<file path="src/agbk_pkg.sv">
// ----------------------------------------------------------------------------
// agbk_pkg: shared types and constants
// widths, register indexes and sequencer states of the angle/bias filter
// ----------------------------------------------------------------------------
`default_nettype none
package agbk_pkg;

  localparam int unsigned DataW = 32;
  localparam int unsigned CfgW  = 31;
  localparam int unsigned IdxW  = 2;

  localparam logic [IdxW-1:0] RegTimeStep   = 2'd0;
  localparam logic [IdxW-1:0] RegAngleNoise = 2'd1;
  localparam logic [IdxW-1:0] RegBiasNoise  = 2'd2;
  localparam logic [IdxW-1:0] RegMeasNoise  = 2'd3;

  localparam logic [CfgW-1:0] TimeStepRst   = 31'd10737418;
  localparam logic [CfgW-1:0] AngleNoiseRst = 31'd214748;
  localparam logic [CfgW-1:0] BiasNoiseRst  = 31'd322123;
  localparam logic [CfgW-1:0] MeasNoiseRst  = 31'd21474836;
  localparam logic signed [DataW-1:0] OneQ30 = 32'sh4000_0000;

  localparam logic signed [DataW-1:0] SatMax = 32'sh7fff_ffff;
  localparam logic signed [DataW-1:0] SatMin = 32'sh8000_0000;

  // micro-op codes of the shared serial multiplier and divider
  typedef enum logic [3:0] {
    OP_PRED_ANGLE, OP_PRED_AA, OP_PRED_AB, OP_PRED_BB,
    OP_DIV0, OP_DIV1,
    OP_CORR_AA, OP_CORR_AB, OP_CORR_BA, OP_CORR_BB,
    OP_CORR_ANG, OP_CORR_BIAS
  } op_t;

  typedef enum logic [2:0] {
    ST_IDLE, ST_SETUP, ST_MUL, ST_DIV, ST_APPLY, ST_OUT
  } state_t;

  function automatic logic signed [DataW-1:0] sat32(input logic signed [65:0] v);
    if (v > 66'sd2147483647) return SatMax;
    if (v < -66'sd2147483648) return SatMin;
    return v[DataW-1:0];
  endfunction

  // round half up from Q(x+30) to Qx: add 2^29 then arithmetic shift
  function automatic logic signed [65:0] rnd30(input logic signed [65:0] v);
    logic signed [65:0] t;
    t = v + 66'sd536870912;
    return t >>> 30;
  endfunction

endpackage
`default_nettype wire

</file>
<file path="src/agbk_if.sv">
// ----------------------------------------------------------------------------
// agbk_if: valid/ready channel carrying two 32-bit fields
// used for both the sample input and the result output
// ----------------------------------------------------------------------------
`default_nettype none
interface agbk_if;
  logic               valid;
  logic               ready;
  logic signed [31:0] f0;
  logic signed [31:0] f1;
  modport source (output valid, output f0, output f1, input ready);
  modport sink (input valid, input f0, input f1, output ready);
endinterface
`default_nettype wire

</file>
<file path="src/agbk_smul.sv">
// ----------------------------------------------------------------------------
// agbk_smul: bit-serial signed multiplier
// 32-bit by 33-bit, one multiplier bit per cycle, shift-add over the 33 multiplier bits
// product is exact in 64 bits for the operand ranges the filter uses
// ----------------------------------------------------------------------------
`default_nettype none
module agbk_smul (
  input  wire logic               clk,
  input  wire logic               rst_n,
  input  wire logic               start,
  input  wire logic signed [31:0] a,
  input  wire logic signed [32:0] b,
  output logic                    done,
  output logic signed [63:0]      prod
);
  import agbk_pkg::*;

  logic signed [63:0] acc_r, acc_nxt;
  logic signed [63:0] mcand_r, mcand_nxt;
  logic [32:0]        mplier_r, mplier_nxt;
  logic [5:0]         cnt_r, cnt_nxt;
  logic               busy_r, busy_nxt;

  always_comb begin
    acc_nxt = acc_r;
    mcand_nxt = mcand_r;
    mplier_nxt = mplier_r;
    cnt_nxt = cnt_r;
    busy_nxt = busy_r;
    done = 1'b0;
    if (start) begin
      acc_nxt = '0;
      mcand_nxt = {{32{a[31]}}, a};
      mplier_nxt = b;
      cnt_nxt = '0;
      busy_nxt = 1'b1;
    end else if (busy_r) begin
      // top bit of the multiplier has negative weight
      if (mplier_r[0]) begin
        if (cnt_r == 6'd32) acc_nxt = acc_r - mcand_r;
        else acc_nxt = acc_r + mcand_r;
      end
      mcand_nxt = mcand_r <<< 1;
      mplier_nxt = mplier_r >> 1;
      cnt_nxt = cnt_r + 6'd1;
      if (cnt_r == 6'd32) begin
        busy_nxt = 1'b0;
        done = 1'b1;
      end
    end
  end

  assign prod = acc_nxt;

  always_ff @(posedge clk) begin
    if (!rst_n) begin
      busy_r <= 1'b0;
      cnt_r <= '0;
    end else begin
      busy_r <= busy_nxt;
      cnt_r <= cnt_nxt;
    end
    acc_r <= acc_nxt;
    mcand_r <= mcand_nxt;
    mplier_r <= mplier_nxt;
  end
endmodule
`default_nettype wire

</file>
<file path="src/agbk_sdiv.sv">
// ----------------------------------------------------------------------------
// agbk_sdiv: radix-2 restoring divider
// signed n * 2^30 / d truncated toward zero, one quotient bit per cycle
// ----------------------------------------------------------------------------
`default_nettype none
module agbk_sdiv (
  input  wire logic               clk,
  input  wire logic               rst_n,
  input  wire logic               start,
  input  wire logic signed [31:0] num,
  input  wire logic signed [32:0] den,
  output logic                    done,
  output logic signed [31:0]      quo
);
  import agbk_pkg::*;

  // |num|*2^30 < 2^62, |den| < 2^33; quotient needs up to 62 bits
  logic [61:0] q_r, q_nxt;
  logic [33:0] rem_r, rem_nxt;
  logic [32:0] dabs_r, dabs_nxt;
  logic        neg_r, neg_nxt;
  logic [5:0]  cnt_r, cnt_nxt;
  logic        busy_r, busy_nxt;
  logic [33:0] trial;
  logic [61:0] nabs;
  logic [65:0] sq;

  always_comb begin
    q_nxt = q_r;
    rem_nxt = rem_r;
    dabs_nxt = dabs_r;
    neg_nxt = neg_r;
    cnt_nxt = cnt_r;
    busy_nxt = busy_r;
    done = 1'b0;
    trial = '0;
    nabs = {(num[31] ? 32'(-num) : 32'(num)), 30'd0};
    if (start) begin
      q_nxt = nabs;
      rem_nxt = '0;
      dabs_nxt = den[32] ? 33'(-den) : 33'(den);
      neg_nxt = num[31] ^ den[32];
      cnt_nxt = '0;
      busy_nxt = 1'b1;
    end else if (busy_r) begin
      trial = {rem_r[32:0], q_r[61]};
      q_nxt = {q_r[60:0], 1'b0};
      if (trial >= {1'b0, dabs_r}) begin
        rem_nxt = trial - {1'b0, dabs_r};
        q_nxt[0] = 1'b1;
      end else begin
        rem_nxt = trial;
      end
      cnt_nxt = cnt_r + 6'd1;
      if (cnt_r == 6'd61) begin
        busy_nxt = 1'b0;
        done = 1'b1;
      end
    end
  end

  // quotient taken in the done cycle, so the last bit comes from q_nxt
  always_comb begin
    sq = neg_r ? -{4'd0, q_nxt} : {4'd0, q_nxt};
    quo = sat32(sq);
  end

  always_ff @(posedge clk) begin
    if (!rst_n) begin
      busy_r <= 1'b0;
      cnt_r <= '0;
    end else begin
      busy_r <= busy_nxt;
      cnt_r <= cnt_nxt;
    end
    q_r <= q_nxt;
    rem_r <= rem_nxt;
    dabs_r <= dabs_nxt;
    neg_r <= neg_nxt;
  end
endmodule
`default_nettype wire

</file>
<file path="src/angle_gyro_bias_kalman_filter.sv">
// ----------------------------------------------------------------------------
// angle_gyro_bias_kalman_filter: two-state angle / gyro bias filter
// steps after a sample is taken: 4 prediction products, apply, 2 divisions,
// 6 correction products, out; each product is a setup step and the serial
// multiplier steps; one word at a time, the bit-serial multiplier serving all
// products and the radix-2 divider both divisions; zero innovation variance
// skips the divisions and corrections; a stalled result holds the input off
// reset (synchronous, active low) restores configuration registers and filter state
// ----------------------------------------------------------------------------
`default_nettype none
module angle_gyro_bias_kalman_filter (
  input  wire logic              clk,
  input  wire logic              rst_n,
  agbk_if.sink                   in_ch,
  agbk_if.source                 out_ch,
  input  wire logic              cfg_we,
  input  wire logic [1:0]        cfg_idx,
  input  wire logic [30:0]       cfg_data
);
  import agbk_pkg::*;

  // configuration registers
  logic [CfgW-1:0] dt_r, qa_r, qb_r, rm_r;

  always_ff @(posedge clk) begin
    if (!rst_n) begin
      dt_r <= TimeStepRst;
      qa_r <= AngleNoiseRst;
      qb_r <= BiasNoiseRst;
      rm_r <= MeasNoiseRst;
    end else if (cfg_we) begin
      case (cfg_idx)
        RegTimeStep:   dt_r <= cfg_data;
        RegAngleNoise: qa_r <= cfg_data;
        RegBiasNoise:  qb_r <= cfg_data;
        RegMeasNoise:  rm_r <= cfg_data;
        default: ;
      endcase
    end
  end

  // filter state
  logic signed [31:0] ang_r, ang_nxt, bias_r, bias_nxt;
  logic signed [31:0] paa_r, paa_nxt, pab_r, pab_nxt, pba_r, pba_nxt;
  logic signed [31:0] pbb_r, pbb_nxt;
  // per-sample working values
  logic signed [31:0] meas_r, meas_nxt, rate_r, rate_nxt;
  logic signed [31:0] err_r, err_nxt, k0_r, k0_nxt, k1_r, k1_nxt;
  logic signed [31:0] pc0_r, pc0_nxt, t1_r, t1_nxt;
  logic signed [32:0] e_r, e_nxt;
  logic signed [31:0] ra_r, ra_nxt;
  // cross-term step of the prediction, kept unsaturated until it is added
  logic signed [33:0] rb_r, rb_nxt;
  logic signed [31:0] ao_r, ao_nxt, ro_r, ro_nxt;
  op_t    op_r, op_nxt;
  state_t st_r, st_nxt;

  // shared serial multiplier and divider
  logic               mul_start, mul_done, div_start, div_done;
  logic signed [31:0] mul_a, div_num, q;
  logic signed [32:0] mul_b;
  logic signed [63:0] prod;

  agbk_smul u_mul (
    .clk(clk), .rst_n(rst_n), .start(mul_start), .a(mul_a), .b(mul_b),
    .done(mul_done), .prod(prod)
  );

  agbk_sdiv u_div (
    .clk(clk), .rst_n(rst_n), .start(div_start), .num(div_num), .den(e_r),
    .done(div_done), .quo(q)
  );

  // rate minus bias is exact within 33 bits; the angle prediction takes it
  // unsaturated on the 33-bit multiplier input with dt on the other side
  logic signed [65:0] rd;
  assign rd = 66'(rate_r) - 66'(bias_r);

  // operand select for the multiplier
  logic signed [65:0] inner_w;
  always_comb begin
    inner_w = 66'($signed({1'b0, qa_r})) - 66'(pab_r) - 66'(pba_r);
    mul_a = '0;
    mul_b = $signed({2'b0, dt_r});
    case (op_r)
      OP_PRED_ANGLE: begin mul_a = $signed({1'b0, dt_r}); mul_b = rd[32:0]; end
      OP_PRED_AA:    mul_a = sat32(inner_w);
      OP_PRED_AB:    mul_a = pbb_r;  // negated after the product
      OP_PRED_BB:    mul_a = $signed({1'b0, qb_r});
      OP_CORR_AA:   begin mul_a = k0_r; mul_b = 33'(pc0_r); end
      OP_CORR_AB:   begin mul_a = k0_r; mul_b = 33'(t1_r);  end
      OP_CORR_BA:   begin mul_a = k1_r; mul_b = 33'(pc0_r); end
      OP_CORR_BB:   begin mul_a = k1_r; mul_b = 33'(t1_r);  end
      OP_CORR_ANG:  begin mul_a = k0_r; mul_b = 33'(err_r); end
      OP_CORR_BIAS: begin mul_a = k1_r; mul_b = 33'(err_r); end
      default: ;
    endcase
  end
  logic signed [65:0] pr, prn;
  assign pr = rnd30(66'(prod));
  // round half up of the negated product, as the cross terms need
  assign prn = rnd30(-66'(prod));
  assign div_num = (op_r == OP_DIV0) ? pc0_r : pba_r;

  // next state
  always_comb begin
    st_nxt = st_r;
    case (st_r)
      ST_IDLE:  if (in_ch.valid) st_nxt = ST_SETUP;
      ST_SETUP: st_nxt = ST_MUL;
      ST_MUL: begin
        if (mul_done) begin
          if (op_r == OP_PRED_BB) st_nxt = ST_APPLY;
          else if (op_r == OP_CORR_BIAS) st_nxt = ST_OUT;
          else st_nxt = ST_SETUP;
        end
      end
      ST_APPLY: st_nxt = (e_nxt == 33'sd0) ? ST_OUT : ST_DIV;
      ST_DIV: begin
        if (div_done && op_r == OP_DIV1) st_nxt = ST_SETUP;
        else if (div_done) st_nxt = ST_DIV;
      end
      ST_OUT: if (!out_ch.valid || out_ch.ready) st_nxt = ST_IDLE;
      default: st_nxt = ST_IDLE;
    endcase
  end

  // datapath and outputs
  logic div_go_r, div_go_nxt;
  always_comb begin
    ang_nxt = ang_r; bias_nxt = bias_r;
    paa_nxt = paa_r; pab_nxt = pab_r; pba_nxt = pba_r; pbb_nxt = pbb_r;
    meas_nxt = meas_r; rate_nxt = rate_r; err_nxt = err_r;
    k0_nxt = k0_r; k1_nxt = k1_r; pc0_nxt = pc0_r; t1_nxt = t1_r; e_nxt = e_r;
    ra_nxt = ra_r; rb_nxt = rb_r; ao_nxt = ao_r; ro_nxt = ro_r;
    op_nxt = op_r;
    in_ch.ready = 1'b0;
    mul_start = 1'b0;
    div_start = 1'b0;
    div_go_nxt = 1'b0;
    case (st_r)
      ST_IDLE: begin
        in_ch.ready = 1'b1;
        if (in_ch.valid) begin
          meas_nxt = in_ch.f0;
          rate_nxt = in_ch.f1;
          op_nxt = OP_PRED_ANGLE;
        end
      end
      ST_SETUP: mul_start = 1'b1;
      ST_MUL: begin
        if (mul_done) begin
          case (op_r)
            OP_PRED_ANGLE: begin ang_nxt = sat32(66'(ang_r) + pr); op_nxt = OP_PRED_AA; end
            OP_PRED_AA:    begin ra_nxt = sat32(66'(paa_r) + pr); op_nxt = OP_PRED_AB; end
            OP_PRED_AB:    begin rb_nxt = prn[33:0]; op_nxt = OP_PRED_BB; end
            OP_PRED_BB:    pbb_nxt = sat32(66'(pbb_r) + pr);
            OP_CORR_AA:    begin paa_nxt = sat32(66'(paa_r) - pr); op_nxt = OP_CORR_AB; end
            OP_CORR_AB:    begin pab_nxt = sat32(66'(pab_r) - pr); op_nxt = OP_CORR_BA; end
            OP_CORR_BA:    begin pba_nxt = sat32(66'(pba_r) - pr); op_nxt = OP_CORR_BB; end
            OP_CORR_BB:    begin pbb_nxt = sat32(66'(pbb_r) - pr); op_nxt = OP_CORR_ANG; end
            OP_CORR_ANG:   begin ang_nxt = sat32(66'(ang_r) + pr); op_nxt = OP_CORR_BIAS; end
            OP_CORR_BIAS: begin
              bias_nxt = sat32(66'(bias_r) + pr);
              ao_nxt = ang_r;
              ro_nxt = sat32(66'(rate_r) - 66'(bias_nxt));
            end
            default: ;
          endcase
        end
      end
      ST_APPLY: begin
        // commit predicted covariance, form innovation and its variance
        paa_nxt = ra_r;
        pab_nxt = sat32(66'(pab_r) + 66'(rb_r));
        pba_nxt = sat32(66'(pba_r) + 66'(rb_r));
        err_nxt = sat32(66'(meas_r) - 66'(ang_r));
        pc0_nxt = ra_r;
        t1_nxt = sat32(66'(pab_r) + 66'(rb_r));
        e_nxt = 33'($signed({1'b0, rm_r})) + 33'(ra_r);
        k0_nxt = '0;
        k1_nxt = '0;
        op_nxt = OP_DIV0;
        div_go_nxt = 1'b1;
        if (e_nxt == 33'sd0) begin
          ao_nxt = ang_r;
          ro_nxt = sat32(rd);
        end
      end
      ST_DIV: begin
        div_start = div_go_r;
        if (div_done) begin
          if (op_r == OP_DIV0) begin
            k0_nxt = q; op_nxt = OP_DIV1; div_go_nxt = 1'b1;
          end else begin
            k1_nxt = q; op_nxt = OP_CORR_AA;
          end
        end
      end
      default: ;
    endcase
  end

  // result register parts the two sides
  logic out_valid_r, out_valid_nxt;
  always_comb begin
    out_valid_nxt = out_valid_r;
    if (out_ch.ready) out_valid_nxt = 1'b0;
    if (st_r == ST_OUT && (!out_valid_r || out_ch.ready)) out_valid_nxt = 1'b1;
  end
  logic signed [31:0] oa_r, or_r;
  assign out_ch.valid = out_valid_r;
  assign out_ch.f0 = oa_r;
  assign out_ch.f1 = or_r;

  always_ff @(posedge clk) begin
    if (!rst_n) begin
      st_r <= ST_IDLE;
      out_valid_r <= 1'b0;
      div_go_r <= 1'b0;
      ang_r <= '0; bias_r <= '0;
      paa_r <= OneQ30; pab_r <= '0; pba_r <= '0; pbb_r <= OneQ30;
    end else begin
      st_r <= st_nxt;
      out_valid_r <= out_valid_nxt;
      div_go_r <= div_go_nxt;
      ang_r <= ang_nxt; bias_r <= bias_nxt;
      paa_r <= paa_nxt; pab_r <= pab_nxt; pba_r <= pba_nxt; pbb_r <= pbb_nxt;
    end
    if (st_r == ST_OUT && (!out_valid_r || out_ch.ready)) begin
      oa_r <= ao_r;
      or_r <= ro_r;
    end
    meas_r <= meas_nxt; rate_r <= rate_nxt; err_r <= err_nxt;
    k0_r <= k0_nxt; k1_r <= k1_nxt; pc0_r <= pc0_nxt; t1_r <= t1_nxt; e_r <= e_nxt;
    ra_r <= ra_nxt; rb_r <= rb_nxt; ao_r <= ao_nxt; ro_r <= ro_nxt;
    op_r <= op_nxt;
  end
endmodule
`default_nettype wire

</file>
<file path="src/flat_wrapper.sv">
// flat-port wrapper written by rule: the top's interface ports become plain ports
module angle_gyro_bias_kalman_filter_flat import agbk_pkg::*;
  (clk, rst_n, cfg_we, cfg_idx, cfg_data, in_ch_valid, in_ch_f0, in_ch_f1, in_ch_ready, out_ch_valid, out_ch_f0, out_ch_f1, out_ch_ready);
  agbk_if in_ch_i ();
  agbk_if out_ch_i ();
  input  wire logic clk;
  input  wire logic rst_n;
  input  wire logic cfg_we;
  input  wire logic [1:0] cfg_idx;
  input  wire logic [30:0] cfg_data;
  input wire logic [$bits(in_ch_i.valid)-1:0] in_ch_valid;
  input wire logic [$bits(in_ch_i.f0)-1:0] in_ch_f0;
  input wire logic [$bits(in_ch_i.f1)-1:0] in_ch_f1;
  output wire logic [$bits(in_ch_i.ready)-1:0] in_ch_ready;
  output wire logic [$bits(out_ch_i.valid)-1:0] out_ch_valid;
  output wire logic [$bits(out_ch_i.f0)-1:0] out_ch_f0;
  output wire logic [$bits(out_ch_i.f1)-1:0] out_ch_f1;
  input wire logic [$bits(out_ch_i.ready)-1:0] out_ch_ready;
  assign in_ch_i.valid = in_ch_valid;
  assign in_ch_i.f0 = in_ch_f0;
  assign in_ch_i.f1 = in_ch_f1;
  assign in_ch_ready = in_ch_i.ready;
  assign out_ch_valid = out_ch_i.valid;
  assign out_ch_f0 = out_ch_i.f0;
  assign out_ch_f1 = out_ch_i.f1;
  assign out_ch_i.ready = out_ch_ready;
  angle_gyro_bias_kalman_filter u_core (.clk(clk), .rst_n(rst_n), .in_ch(in_ch_i), .out_ch(out_ch_i), .cfg_we(cfg_we), .cfg_idx(cfg_idx), .cfg_data(cfg_data));
endmodule
</file>
<file path="config.mk">
export PLATFORM = sky130hd
export DESIGN_NAME = angle_gyro_bias_kalman_filter_flat
export DESIGN_NICKNAME = d
export VERILOG_FILES = /design/src/agbk_pkg.sv /design/src/agbk_if.sv /design/src/agbk_smul.sv /design/src/agbk_sdiv.sv /design/src/angle_gyro_bias_kalman_filter.sv /design/src/flat_wrapper.sv
export SDC_FILE = /design/constraint.sdc
export NUM_CORES = 2
export LEC_CHECK = 0
export BUFFER_PORTS_ARGS = -buffer_cell sky130_fd_sc_hd__buf_4
export CAP_MARGIN = 40
export CELL_PAD_IN_SITES_DETAIL_PLACEMENT = 1
export CELL_PAD_IN_SITES_GLOBAL_PLACEMENT = 2
export CORE_UTILIZATION = 43
export CTS_CLUSTER_DIAMETER = 150
export DETAILED_ROUTE_END_ITERATION = 16
export GPL_TIMING_DRIVEN = 1
export PLACE_DENSITY = 0.82
export SYNTH_ARGS = -nofsm -noshare
export SYNTH_HDL_FRONTEND = slang
export SYNTH_SLANG_ARGS = --single-unit
</file>
<file path="constraint.sdc">
create_clock -name clk -period 28.1 [get_ports clk]
set_input_delay 5.62 -clock clk [delete_from_list [all_inputs] [get_ports clk]]
set_output_delay 5.62 -clock clk [all_outputs]
set_load 0.02 [all_outputs]
</file>
==> flow_summary.yaml <==
route:
  avgViaCountPerCell: 6.26
  wl_um: 358000
  routedWlPerCell_um: 29.9
  drtPass1Iterations: 7
  drt_iter0_drc: 7593
  ant_nets: 0
  route.detailed.drc: 0
  dr_total_vias: 74900
synth:
  avgSynthCellArea_sq_um: 8.54
  synth_adder_area_share_pct: 10.9
  syn_inst: 9321
  synthArstFlopShare_pct: 0
  synthFlopType: "edfxtp_1"
  synth_compound_area_share_pct: 24.2
  synth_xor_area_share_pct: 8.31
  synth-simple-area-share_pct: 16.8
  synth_edf_count: 553
  synth_top_family_by_area: "compound AO/OA/AOI/OAI gates"
  yosysUniqueCellTypes: 130
  syn_area_sq_mm: 0.0796
  synth.mux.area_fraction_pct: 1.10
  yosysWarningCount: 0
  synth_nets: 10100
  seq_area_frac_synth_pct: 34.1
  synth_seq_cells: 1080
critical_path:
  end_kind: "flop"
  reg2reg_slack_ns: 11.60
  cp.buffers_inverters: 3
  crit_family: "compound AO/OA/AOI/OAI gates"
  worst_path_most_repeated_cell: "o21ai_0"
  reg2reg_from: "u_core.u_mul.mcand_r[3]"
  ff2ff_path_depth: 55
  crit_type: "reg2reg"
  startpoint_type: "flop"
  worstPathArrival_ns: 17.04
  required_ns: 28.63
  reg2reg_to: "u_core.ro_r[30]"
  crit_slowest_cell: "nor4_1"
  slowest_delay_ns: 0.78
  critPathMaxFanout: 29
power_and_ir_drop:
  total_power_w: 0.00955
  p_per_area_mw_per_mm2: 108
  leakage_nw: 35.1
  ir_drop_uv: 139
finish:
  design_area_sq_mm: 0.0886
  final_common_cell: "nand2_1"
  num-fill-cells: 21700
  most-common-layout-cells: "nand2_1, a21oi_1, o21ai_0"
  final_core_util_pct: 48.3
  syn2layout_area_growth_pct: 11.2
  finalNetCount: 10100
  drive_gt1_share_pct: 8.32
placed_design:
  portBuffers: 167
  hpwl_um: 283000
  postPlaceCellArea_sq_mm: 0.0839
  gp_congestion: 1.02
timing:
  fmax_ghz: 0.0606
  fin_crit_sh_pct: 58.7
  finalSetupTns_ns: 0
  report.final.slew_viol_count: 0
  rsz0062_at_grt: "false"
  period_needed_ns: 16.50
  skew_ns: 0.0297
  worstMarginPinSlew_ns: 1.10
  max_slew_margin_pct: 26.4
  finalSetupViolCount: 0
  hold_viol_final: 0
min_path:
  worstHoldPathCells: 0
  worstHoldStart: "u_core.ro_r[21]"
  hold_end: "u_core.out_ch.f1[21]"
  worstHoldPathType: "reg2reg"
clock_network:
  htreeDepth: 4
  cts_buffers: 135
  cts_resized: 0
  path_clk_slew_ns: 0.07
  clk_latency_ns: 0.82
  cts.root.buffer_cell: "clkbuf_16"
  cts_sinks: 1080
  cts_tree: "built"
  holdBufCountCts: 0
  post-cts-setup-buffers: 0
  max-clock-path-buffers: 3
floorplan:
  die_area_sq_mm: 0.187
  initial_utilization_pct: 43.4
  die_height_um: 432
  die_x_um: 432
  core_region_area_sq_mm: 0.183
  pin_count: 168
  row_count: 157
job:
  cap_violations: 0
global_routing:
  grt.overflow.total: 0
  grt_pass1_wl_um: 513000
  antenna_found_initial: 43
  grt_util_all_layers_pct: 37.3
  grt_max_degree: 83
  first_global_vias: 73800
outcome:
  status: "finished clean"
## logic make-up after synthesis
kind of cell	count (synthesis)
DFF	1080
muxes	85
and+or+nand+nor	2813
adders and majority gates	670
buffers and inverters	921
AOI/OAI and AO/OA	2998
xor gates and xnor gates	754
## worst max path at each step
| stage | startpoint | to | cells after the start |
|---|---|---|---|
| floorplan | u_core.u_mul.mcand_r[10] | u_core.ro_r[28] | 56 |
| global placement | u_core.u_mul.mcand_r[3] | u_core.ro_r[29] | 60 |
| detailed placement | u_core.u_mul.mcand_r[3] | u_core.ro_r[30] | 57 |
| CTS | u_core.u_mul.mcand_r[4] | u_core.ro_r[30] | 55 |
| global route | u_core.u_mul.mcand_r[4] | u_core.ro_r[30] | 55 |
| finish | u_core.u_mul.mcand_r[3] | u_core.ro_r[30] | 55 |
## metrics by stage
step / cells / setup WS (ns) / hold slack, ns
detailed placement: 11700 / 11.98 / 0.405
global placement: 11700 / 12.27 / 0.405
global route: 12000 / 10.38 / 0.430
CTS: 11900 / 11.92 / 0.419
finish: 12000 / 11.60 / 0.420
floorplan: 9321 / 14.91 / 0.400
## synthesized netlist by cell type (49+ instances only)
library cell | number | area share [%]
nand4_1 | 76 | 0.60
ha_1 | 612 | 9.6
nand2_1 | 1031 | 4.9
xor2_1 | 241 | 2.7
mux2i_1 | 72 | 0.91
edfxtp_1 | 553 | 21
a22oi_1 | 63 | 0.59
clkbuf_1 | 363 | 1.7
and3_1 | 55 | 0.43
a211oi_1 | 114 | 1.1
o21bai_1 | 87 | 0.82
a21o_1 | 213 | 2.0
a21boi_0 | 123 | 1.2
nor4_1 | 53 | 0.42
nor2_1 | 609 | 2.9
o31ai_1 | 107 | 1.0
nand2b_1 | 130 | 1.0
xnor2_1 | 512 | 5.6
dfxtp_1 | 527 | 13
nand3_1 | 213 | 1.3
o211ai_1 | 64 | 0.60
a221o_1 | 60 | 0.75
nor3_1 | 180 | 1.1
o21ai_0 | 731 | 4.6
or3_1 | 64 | 0.50
and2_1 | 73 | 0.57
o21a_1 | 64 | 0.60
a31oi_1 | 116 | 0.91
nor2b_1 | 113 | 0.89
or2_2 | 49 | 0.39
a21oi_1 | 844 | 5.3
inv_1 | 475 | 2.2
## state kept, by name, summed over array words and instances (netlist names), 33 cells and up
register / flops
u_core.u_mul.mplier_r: 33
u_core.u_mul.acc_r: 64
u_core.u_mul.mcand_r: 64
u_core.rb_r: 34
u_core.u_div.dabs_r: 33
u_core.u_div.q_r: 62
u_core.e_r: 33
u_core.u_div.rem_r: 33
## worst reg2reg max path: cells and delay by family (launching register included)
family | cells | cell delay [ns]
AOI/OAI and AO/OA | 28 | 8.41
buffers and inverters | 3 | 0.80
xor gates and xnor gates | 4 | 0.70
adders and majority gates | 3 | 0.86
DFF | 1 | 0.43
and+or+nand+nor | 17 | 5.05
## report_power, final
group	total, W	switching (W)	internal (W)
registers	0.00216	0.000194	0.00197
clock network	0.00183	0.000780	0.00105
logic	0.00555	0.00365	0.00190
total	0.00955	0.00462	0.00493
## area by class of cell
class / instances / area [sq um] / area share (%)
multi-input combinational: 7320 / 49000 / 55.4
sequential: 1080 / 27200 / 30.7
clock buffer: 178 / 3740 / 4.22
tap: 2464 / 3080 / 3.48
timing repair buffer: 354 / 2870 / 3.24
inverter: 480 / 1810 / 2.04
clock inverter: 74 / 840 / 0.948
antenna: 9 / 22.5 / 0.0254
## metal layers
layer,vias to the layer above,track usage [%],part of all wire [%]
met1,37400,51.2,43
met4,12,20.2,6.4
met5,-,0,0.019
met2,2848,55.8,42
li1,33900,-,-
met3,678,6.23,8.2
Power figures use the tool's default switching activity.
